### src/hw/rtl/pps_pkg.sv
`default_nettype none

package pps_pkg;

   localparam int MAX_TASKS_DEFAULT = 16;

   localparam int SLOT_W    = 4;
   localparam int RANK_W    = 8;
   localparam int TIME_W    = 16;
   localparam int COUNT_W   = 5;
   localparam int CSR_W     = 32;
   localparam int CSR_ADDR_W = 3;

   localparam logic [TIME_W-1:0] CLOCK_MAX = '1;

   localparam logic CMD_LOAD = 1'b0;
   localparam logic CMD_TICK = 1'b1;

   localparam logic REG_TASK_COUNT = 1'b0;

   typedef struct packed {
      logic load;
      logic clear;
      logic read;
      logic update;
   } ctl_cmd_type;

   typedef struct packed {
      logic empty;
      logic last;
   } ctl_status_type;

endpackage

`default_nettype wire

### src/hw/rtl/preemptive_priority_scheduler.sv
// A load item is taken while idle and gives no result; loads may follow back to back.
// A tick item over N slots in use reads the table one slot at a time through the
// registered read port (scan), does the final compare (drain) and the update, then
// registers its result strobe; busy, high until the strobe cycle, holds off a new tick.
// The receiver cannot stall; each result is shown for exactly one cycle.
// Synchronous reset clears the task count, the clock and all finished marks.
`default_nettype none

module preemptive_priority_scheduler
   import pps_pkg::*;
#(
   parameter int MAX_TASKS = MAX_TASKS_DEFAULT
) (
   input  wire logic                  clock,
   input  wire logic                  reset,
   input  wire logic                  start,
   output logic                       busy,
   input  wire logic                  req_command,
   input  wire logic [SLOT_W-1:0]     req_slot,
   input  wire logic [RANK_W-1:0]     req_rank,
   input  wire logic [TIME_W-1:0]     req_arrival,
   input  wire logic [TIME_W-1:0]     req_burst,
   output logic                       rsp_valid,
   output logic [SLOT_W-1:0]          rsp_chosen_slot,
   output logic [TIME_W-1:0]          rsp_end_time,
   output logic                       rsp_idle,
   output logic                       rsp_slot_done,
   output logic                       rsp_all_done,
   input  wire logic                  psel,
   input  wire logic                  penable,
   input  wire logic                  pwrite,
   input  wire logic [CSR_ADDR_W-1:0] paddr,
   input  wire logic [CSR_W-1:0]      pwdata,
   output logic [CSR_W-1:0]           prdata,
   output logic                       pready
);

   logic [COUNT_W-1:0] task_count_ff;
   logic               csr_write;
   logic               csr_hit;
   ctl_cmd_type        cmd;
   ctl_status_type     status;

   assign pready    = 1'b1;
   assign csr_hit   = (paddr[2] == REG_TASK_COUNT) && (paddr[1:0] == 2'b00);
   assign csr_write = psel && penable && pwrite && pready;
   assign prdata    = csr_hit ? CSR_W'(task_count_ff) : '0;

   always_ff @(posedge clock) begin
      if (reset) begin
         task_count_ff <= '0;
      end else if (csr_write && (paddr[2] == REG_TASK_COUNT)) begin
         task_count_ff <= pwdata[COUNT_W-1:0];
      end
   end

   pps_ctrl u_ctrl (
      .clock       (clock),
      .reset       (reset),
      .start       (start),
      .req_command (req_command),
      .busy        (busy),
      .cmd         (cmd),
      .status      (status)
   );

   pps_datapath #(
      .MAX_TASKS (MAX_TASKS)
   ) u_datapath (
      .clock           (clock),
      .reset           (reset),
      .cmd             (cmd),
      .status          (status),
      .task_count      (task_count_ff),
      .req_slot        (req_slot),
      .req_rank        (req_rank),
      .req_arrival     (req_arrival),
      .req_burst       (req_burst),
      .rsp_valid       (rsp_valid),
      .rsp_chosen_slot (rsp_chosen_slot),
      .rsp_end_time    (rsp_end_time),
      .rsp_idle        (rsp_idle),
      .rsp_slot_done   (rsp_slot_done),
      .rsp_all_done    (rsp_all_done)
   );

endmodule

`default_nettype wire

### src/hw/rtl/pps_ctrl.sv
`default_nettype none

module pps_ctrl
   import pps_pkg::*;
(
   input  wire logic           clock,
   input  wire logic           reset,
   input  wire logic           start,
   input  wire logic           req_command,
   output logic                busy,
   output ctl_cmd_type         cmd,
   input  wire ctl_status_type status
);

   typedef enum logic [1:0] {
      ST_IDLE,
      ST_SCAN,
      ST_DRAIN,
      ST_UPDATE
   } state_type;

   state_type state_ff;
   state_type state_in;

   always_comb begin
      state_in   = state_ff;
      cmd        = '0;
      case (state_ff)
         ST_IDLE: begin
            if (start && (req_command == CMD_LOAD)) begin
               cmd.load = 1'b1;
            end
            if (start && (req_command == CMD_TICK)) begin
               cmd.clear = 1'b1;
               state_in  = status.empty ? ST_DRAIN : ST_SCAN;
            end
         end
         ST_SCAN: begin
            cmd.read = 1'b1;
            if (status.last) begin
               state_in = ST_DRAIN;
            end
         end
         ST_DRAIN: begin
            state_in = ST_UPDATE;
         end
         ST_UPDATE: begin
            cmd.update = 1'b1;
            state_in   = ST_IDLE;
         end
         default: begin
            state_in = ST_IDLE;
         end
      endcase
   end

   assign busy = (state_ff != ST_IDLE);

   always_ff @(posedge clock) begin
      if (reset) begin
         state_ff <= ST_IDLE;
      end else begin
         state_ff <= state_in;
      end
   end

   a_update_after_drain: assert property (@(posedge clock) disable iff (reset)
      (state_ff == ST_DRAIN) |=> (state_ff == ST_UPDATE))
      else $error("The update step did not follow the final compare.");

   a_update_returns: assert property (@(posedge clock) disable iff (reset)
      (state_ff == ST_UPDATE) |=> (state_ff == ST_IDLE))
      else $error("The controller did not return to idle after an update.");

   a_load_only_idle: assert property (@(posedge clock) disable iff (reset)
      cmd.load |-> !cmd.clear && !cmd.read && !cmd.update)
      else $error("A load coincided with a scheduling command.");

endmodule

`default_nettype wire

### src/hw/rtl/pps_datapath.sv
`default_nettype none

module pps_datapath
   import pps_pkg::*;
#(
   parameter int MAX_TASKS = MAX_TASKS_DEFAULT
) (
   input  wire logic               clock,
   input  wire logic               reset,
   input  wire ctl_cmd_type        cmd,
   output ctl_status_type          status,
   input  wire logic [COUNT_W-1:0] task_count,
   input  wire logic [SLOT_W-1:0]  req_slot,
   input  wire logic [RANK_W-1:0]  req_rank,
   input  wire logic [TIME_W-1:0]  req_arrival,
   input  wire logic [TIME_W-1:0]  req_burst,
   output logic                    rsp_valid,
   output logic [SLOT_W-1:0]       rsp_chosen_slot,
   output logic [TIME_W-1:0]       rsp_end_time,
   output logic                    rsp_idle,
   output logic                    rsp_slot_done,
   output logic                    rsp_all_done
);

   localparam int IDX_W = $clog2(MAX_TASKS);
   localparam int CNT_W = $clog2(MAX_TASKS + 1);

   logic [RANK_W-1:0] rank_mem [MAX_TASKS];
   logic [TIME_W-1:0] arrival_mem [MAX_TASKS];
   logic [TIME_W-1:0] remain_mem [MAX_TASKS];

   logic [MAX_TASKS-1:0] fin_ff;
   logic [TIME_W-1:0]    clock_ff;
   logic [IDX_W-1:0]     idx_ff;
   logic                 stg_valid_ff;
   logic [IDX_W-1:0]     stg_idx_ff;
   logic [RANK_W-1:0]    rd_rank_ff;
   logic [TIME_W-1:0]    rd_arrival_ff;
   logic [TIME_W-1:0]    rd_remain_ff;
   logic                 found_ff;
   logic [IDX_W-1:0]     best_idx_ff;
   logic [RANK_W-1:0]    best_rank_ff;
   logic [TIME_W-1:0]    best_remain_ff;
   logic [CNT_W-1:0]     unfin_cnt_ff;

   logic                 rsp_valid_ff;
   logic [SLOT_W-1:0]    rsp_chosen_slot_ff;
   logic [TIME_W-1:0]    rsp_end_time_ff;
   logic                 rsp_idle_ff;
   logic                 rsp_slot_done_ff;
   logic                 rsp_all_done_ff;

   logic [CNT_W-1:0]     n_cnt;
   logic                 slot_ok;
   logic [IDX_W-1:0]     slot_idx;
   logic                 unfin;
   logic                 elig;
   logic                 take;
   logic [TIME_W-1:0]    remain_dec;
   logic                 done_now;
   logic [TIME_W-1:0]    clock_inc;

   always_comb begin
      if (int'(task_count) > MAX_TASKS) begin
         n_cnt = CNT_W'(MAX_TASKS);
      end else begin
         n_cnt = CNT_W'(task_count);
      end
   end

   assign slot_ok  = (int'(req_slot) < MAX_TASKS);
   assign slot_idx = IDX_W'(req_slot);

   assign status.empty = (n_cnt == '0);
   assign status.last  = ((CNT_W'(idx_ff) + CNT_W'(1)) == n_cnt);

   assign unfin = !fin_ff[stg_idx_ff] && (rd_remain_ff != '0);
   assign elig  = unfin && (rd_arrival_ff <= clock_ff);
   assign take  = stg_valid_ff && elig && (!found_ff || (rd_rank_ff < best_rank_ff));

   assign remain_dec = best_remain_ff - TIME_W'(1);
   assign done_now   = found_ff && (remain_dec == '0);
   assign clock_inc  = (clock_ff == CLOCK_MAX) ? clock_ff : clock_ff + TIME_W'(1);

   always_ff @(posedge clock) begin
      if (cmd.load && slot_ok) begin
         rank_mem[slot_idx]    <= req_rank;
         arrival_mem[slot_idx] <= req_arrival;
         remain_mem[slot_idx]  <= req_burst;
      end else if (cmd.update && found_ff) begin
         remain_mem[best_idx_ff] <= remain_dec;
      end
      if (cmd.read) begin
         rd_rank_ff    <= rank_mem[idx_ff];
         rd_arrival_ff <= arrival_mem[idx_ff];
         rd_remain_ff  <= remain_mem[idx_ff];
      end
   end

   always_ff @(posedge clock) begin
      if (cmd.read) begin
         stg_idx_ff <= idx_ff;
      end
      if (take) begin
         best_idx_ff    <= stg_idx_ff;
         best_rank_ff   <= rd_rank_ff;
         best_remain_ff <= rd_remain_ff;
      end
      if (cmd.update) begin
         rsp_chosen_slot_ff <= found_ff ? SLOT_W'(best_idx_ff) : '0;
         rsp_end_time_ff    <= clock_inc;
         rsp_idle_ff        <= !found_ff;
         rsp_slot_done_ff   <= done_now;
         rsp_all_done_ff    <= (unfin_cnt_ff == CNT_W'(done_now));
      end
   end

   always_ff @(posedge clock) begin
      if (reset) begin
         fin_ff       <= '0;
         clock_ff     <= '0;
         idx_ff       <= '0;
         stg_valid_ff <= 1'b0;
         found_ff     <= 1'b0;
         unfin_cnt_ff <= '0;
         rsp_valid_ff <= 1'b0;
      end else begin
         stg_valid_ff <= cmd.read;
         rsp_valid_ff <= cmd.update;
         if (cmd.clear) begin
            idx_ff       <= '0;
            found_ff     <= 1'b0;
            unfin_cnt_ff <= '0;
         end else begin
            if (cmd.read) begin
               idx_ff <= idx_ff + IDX_W'(1);
            end
            if (stg_valid_ff && unfin) begin
               unfin_cnt_ff <= unfin_cnt_ff + CNT_W'(1);
            end
            if (take) begin
               found_ff <= 1'b1;
            end
         end
         if (cmd.load) begin
            clock_ff <= '0;
            if (slot_ok) begin
               fin_ff[slot_idx] <= 1'b0;
            end
         end
         if (cmd.update) begin
            clock_ff <= clock_inc;
            if (done_now) begin
               fin_ff[best_idx_ff] <= 1'b1;
            end
         end
      end
   end

   assign rsp_valid       = rsp_valid_ff;
   assign rsp_chosen_slot = rsp_chosen_slot_ff;
   assign rsp_end_time    = rsp_end_time_ff;
   assign rsp_idle        = rsp_idle_ff;
   assign rsp_slot_done   = rsp_slot_done_ff;
   assign rsp_all_done    = rsp_all_done_ff;

   a_no_pending_compare: assert property (@(posedge clock) disable iff (reset)
      cmd.update |-> !stg_valid_ff && !cmd.read)
      else $error("An update was issued while a compare was still pending.");

   a_clock_monotonic: assert property (@(posedge clock) disable iff (reset)
      (!$past(reset) && !$past(cmd.load)) |-> (clock_ff >= $past(clock_ff)))
      else $error("The tick clock went backwards without a load.");

   a_idle_result: assert property (@(posedge clock) disable iff (reset)
      (rsp_valid_ff && rsp_idle_ff) |-> (rsp_chosen_slot_ff == '0) && !rsp_slot_done_ff)
      else $error("An idle result named a slot or a completion.");

endmodule

`default_nettype wire
### config.mk
export PLATFORM = sky130hd
export DESIGN_NAME = preemptive_priority_scheduler
export DESIGN_NICKNAME = d
export VERILOG_FILES = /design/src/hw/rtl/pps_pkg.sv /design/src/hw/rtl/preemptive_priority_scheduler.sv /design/src/hw/rtl/pps_ctrl.sv /design/src/hw/rtl/pps_datapath.sv
export SDC_FILE = /design/constraint.sdc
export NUM_CORES = 1
export LEC_CHECK = 0
export BUFFER_PORTS_ARGS = -buffer_cell sky130_fd_sc_hd__buf_2
export CAP_MARGIN = 20
export CORE_MARGIN = 2
export CORE_UTILIZATION = 45
export DETAILED_ROUTE_END_ITERATION = 16
export GPL_ROUTABILITY_DRIVEN = 0
export PLACE_DENSITY_LB_ADDON = 0.25
export SLEW_MARGIN = 20
export SYNTH_ARGS = -nofsm -noshare
export SYNTH_HDL_FRONTEND = slang
export SYNTH_HIERARCHICAL = 1
export SYNTH_SLANG_ARGS = --single-unit
### constraint.sdc
create_clock -name clock -period 7.3 [get_ports clock]
set_input_delay 2.19 -clock clock [delete_from_list [all_inputs] [get_ports clock]]
set_output_delay 2.19 -clock clock [all_outputs]
set_load 0.01 [all_outputs]
==> key figures <==
Worst setup path
  – CP max stage cell: nor3_1
  – CP delay by family, top: simple AND/OR/NAND/NOR gates
  – Crit path launch: paddr[1]
  – Reg2reg end: u_datapath/remain_mem[1][5]
  – Critical Path End Type: primary output
  – R2R setup slack: around 3.4 ns
  – Critical Path Most Common Cell: buf_2
  – CP Data Arrival Time: around 3.2 ns
  – Cell count along the critical path: 4
  – CP Class: input port to primary output
  – Critical-path cell list: buf_2 -> nor3_1 -> and2_1 -> buf_2
  – Worst r2r src: u_ctrl/state_ff[0]
  – CP max FO: 5
  – CP bufs+invs: 2
  – Worst path max stage delay: around 0.59 ns
  – Critical Path RT: a little over 5 ns
  – Crit path launch type: input port
  – R2r worst-path depth: 10

Yosys
  – EDFF count, synth: around 740
  – Syn Std Cell Area: roughly 31000 um^2
  – Cells after Synth: 1611
  – FF+latch count, synth: between 700 and 800
  – Post-synth ARST share: 0
  – Main synth FF type: edfxtp_1
  – Yosys warning count: 6
  – Count of cell types in the netlist: 66
  – Avg Synthesized Cell Area: roughly 20 um^2
  – Register area share after synthesis: 0.735

Die
  – DIE WIDTH: roughly 270 um
  – Cell row count: 96
  – Core ar.: 68800 um^2
  – Die area: between 70000 and 80000 um^2
  – Die Y: around 270 um
  – Starting Density: 0.457
  – I/O pin cnt: 144

STA
  – Clock period minus worst slack: roughly 5.4 ns
  – Max Clock Freq: approximately 180 MHz
  – Final Setup Violations: 0
  – Worst slew margin: 0.257
  – Fin crit share: 0.744
  – Final Hold Vio Count: 0
  – Worst setup margin: 1.87 ns
  – Worst Skew: around 0.025 ns
  – Fin Setup TNS: 0 ns
  – Slew at the pin closest to its max-slew limit: between 1 and 1.5 ns
  – RSZ-0062 raised after global routing: false
  – Final Max Slew Viols: 0

Global routing
  – Total track usage: 0.193
  – First-pass GRT wire length: just over 100000 um
  – Number of global-route vias before repair: between 15k and 20k
  – Largest net degree at the start of global routing: roughly 80
  – Grt ovf: 0
  – Initial antenna violation count: 4

Layout
  – Final Core Density: 0.519
  – Layout area overhead: 13.7%
  – Commonest non-fill, non-tap cell in the layout: edfxtp_1
  – Most frequent cells in the layout: edfxtp_1, mux4_2, buf_2
  – Share of layout cells above drive strength 1: 0.271
  – FF/Latch Area: approximately 23000 um^2
  – Nets: 1871
  – Area of the multi-input gates: approximately 8000 um^2
  – Fillcell total: around 5.4k

CTS
  – Post CTS Setup Buffer Count: 0
  – TritonCTS clock tree: done
  – Clock tree sinks: around 790
  – # hold bufs at CTS: 0
  – Post-CTS Resized: 0
  – Clock transition at the registers of the reported paths: roughly 0.06 ns
  – CTS buffer count: slightly above 80
  – Longest Clk Path Bufs: 3
  – Root Driver: clkbuf_16
  – Worst skew pair latency: about 0.64 ns
  – CTS H-tree depth: 3

Hold path
  – Hold Crit Start: u_datapath/stg_idx_ff[3]
  – Hold Crit Endpoint: u_datapath/best_idx_ff[3]
  – Hold Path Cell Cnt: 0
  – Hold/Removal Path Class: flop to flop

Detailed routing
  – Post-route DRC: 0
  – Vias: approximately 16k
  – DRT iter0 DRCs: roughly 1.8k
  – DRT antenna net count: 0
  – Via/cell ratio: 5.74
  – WL final: about 70000 um
  – WL/cell: 24.8 um
  – First-pass iteration count of the detailed router: 5

Placement
  – Placed wire-length estimate: 38300 um
  – PortBufs: between 80 and 90
  – Pre-CTS setup slack: about 1.8 ns

Power and ir drop
  – PwrDens: between 200 and 300 nW/um^2
  – Power, Total: 0.00951 W
  – Maximum VDD drop: around 0.17 mV
  – Leak: between 10 and 15 nW

Outcome
  – Outcome: finished, final reports clean

Flow run
  – Max_cap viols: 0
==> Yosys cell counts (all sizes together), types with 5 or more instances <==
library cell,count,area share
a21o,5,0.0012
a21oi,25,0.0040
a31oi,12,0.0024
and2,7,0.0014
and3,6,0.0012
buf,56,0.011
clkbuf,48,0.0057
dfxtp,51,0.032
edfxtp,735,0.70
ha,32,0.013
inv,36,0.0043
mux2i,10,0.0032
mux4,205,0.15
nand2,60,0.0072
nand2b,20,0.0040
nand3,18,0.0029
nand3b,11,0.0026
nand4,11,0.0022
nor2,75,0.0090
nor3,24,0.0042
nor4,8,0.0018
o211ai,13,0.0031
o21ai,29,0.0046
o31ai,24,0.0057
or3,7,0.0014
xnor2,26,0.0072
xor2,6,0.0017
==> cell type report <==
cell class / count / area share
well taps: 931 / 0.0326
diodes: 3 / 0.000210
repair buffers: 137 / 0.0247
multi-input cells: 710 / 0.222
clock inverters: 43 / 0.0111
clock buffers: 100 / 0.0590
flip-flops and latches: 786 / 0.647
inverters: 37 / 0.00389
==> report_power, final <==
part           internal (W)  leakage (nW)  switching, W
Sequential          0.00501          7.03     0.0000508
Clock               0.00224          1.22       0.00169
Combinational      0.000221          2.85      0.000286
Total               0.00748          11.1       0.00203
==> flip-flops by register name, indices dropped and copies added, names as in the netlist, 2 cells and up <==
register and count:
u_datapath/remain_mem 256, u_datapath/unfin_cnt_ff 5, u_datapath/clock_ff 16, u_datapath/fin_ff 16
u_datapath/idx_ff 4, u_datapath/best_remain_ff 16, u_datapath/rsp_end_time 16, u_datapath/rd_arrival_ff 16
task_count_ff 5, u_datapath/rank_mem 128, u_datapath/stg_idx_ff 4, u_datapath/arrival_mem 256
u_datapath/rd_rank_ff 8, u_datapath/best_idx_ff 4, u_datapath/rsp_chosen_slot 4, u_datapath/best_rank_ff 8
u_ctrl/state_ff 2, u_datapath/rd_remain_ff 16
==> how the worst max path moves through the flow <==
stage / end / slack (ns)
floorplan: u_datapath/arrival_mem[0][0] / 2.09
global placement: prdata[1] / 1.84
detailed placement: prdata[0] / 1.81
CTS: prdata[0] / 1.81
global route: prdata[0] / 1.76
finish: prdata[0] / 1.87
==> kinds of logic after synthesis <==
logic type	count (synthesis)	synth area share
and+or+nand+nor	269	0.0435
buffers and inverters	141	0.0214
DFF	786	0.735
other	2	0.000239
adders and majority gates	32	0.0127
AOI/OAI and AO/OA	133	0.0281
muxes	216	0.150
xor gates and xnor gates	32	0.00892
==> metal layers <==
layer | track usage | share of wire
met3 | 0.0334 | 0.065
met1 | 0.270 | 0.43
met2 | 0.308 | 0.48
met5 | 0 | 0.00016
met4 | 0.0645 | 0.023
==> metrics by stage <==
step / area (um^2) / instances / hold slack, ns
final: 35700 / 2747 / 0.454
after CTS: 35600 / 2739 / 0.451
after global placement: 33100 / 2596 / 0.438
after floorplan: 31500 / 1637 / 0.406
after global routing: 35700 / 2746 / 0.468
after detailed placement: 33100 / 2596 / 0.445
No activity file was read; power rests on OpenSTA's default activity.
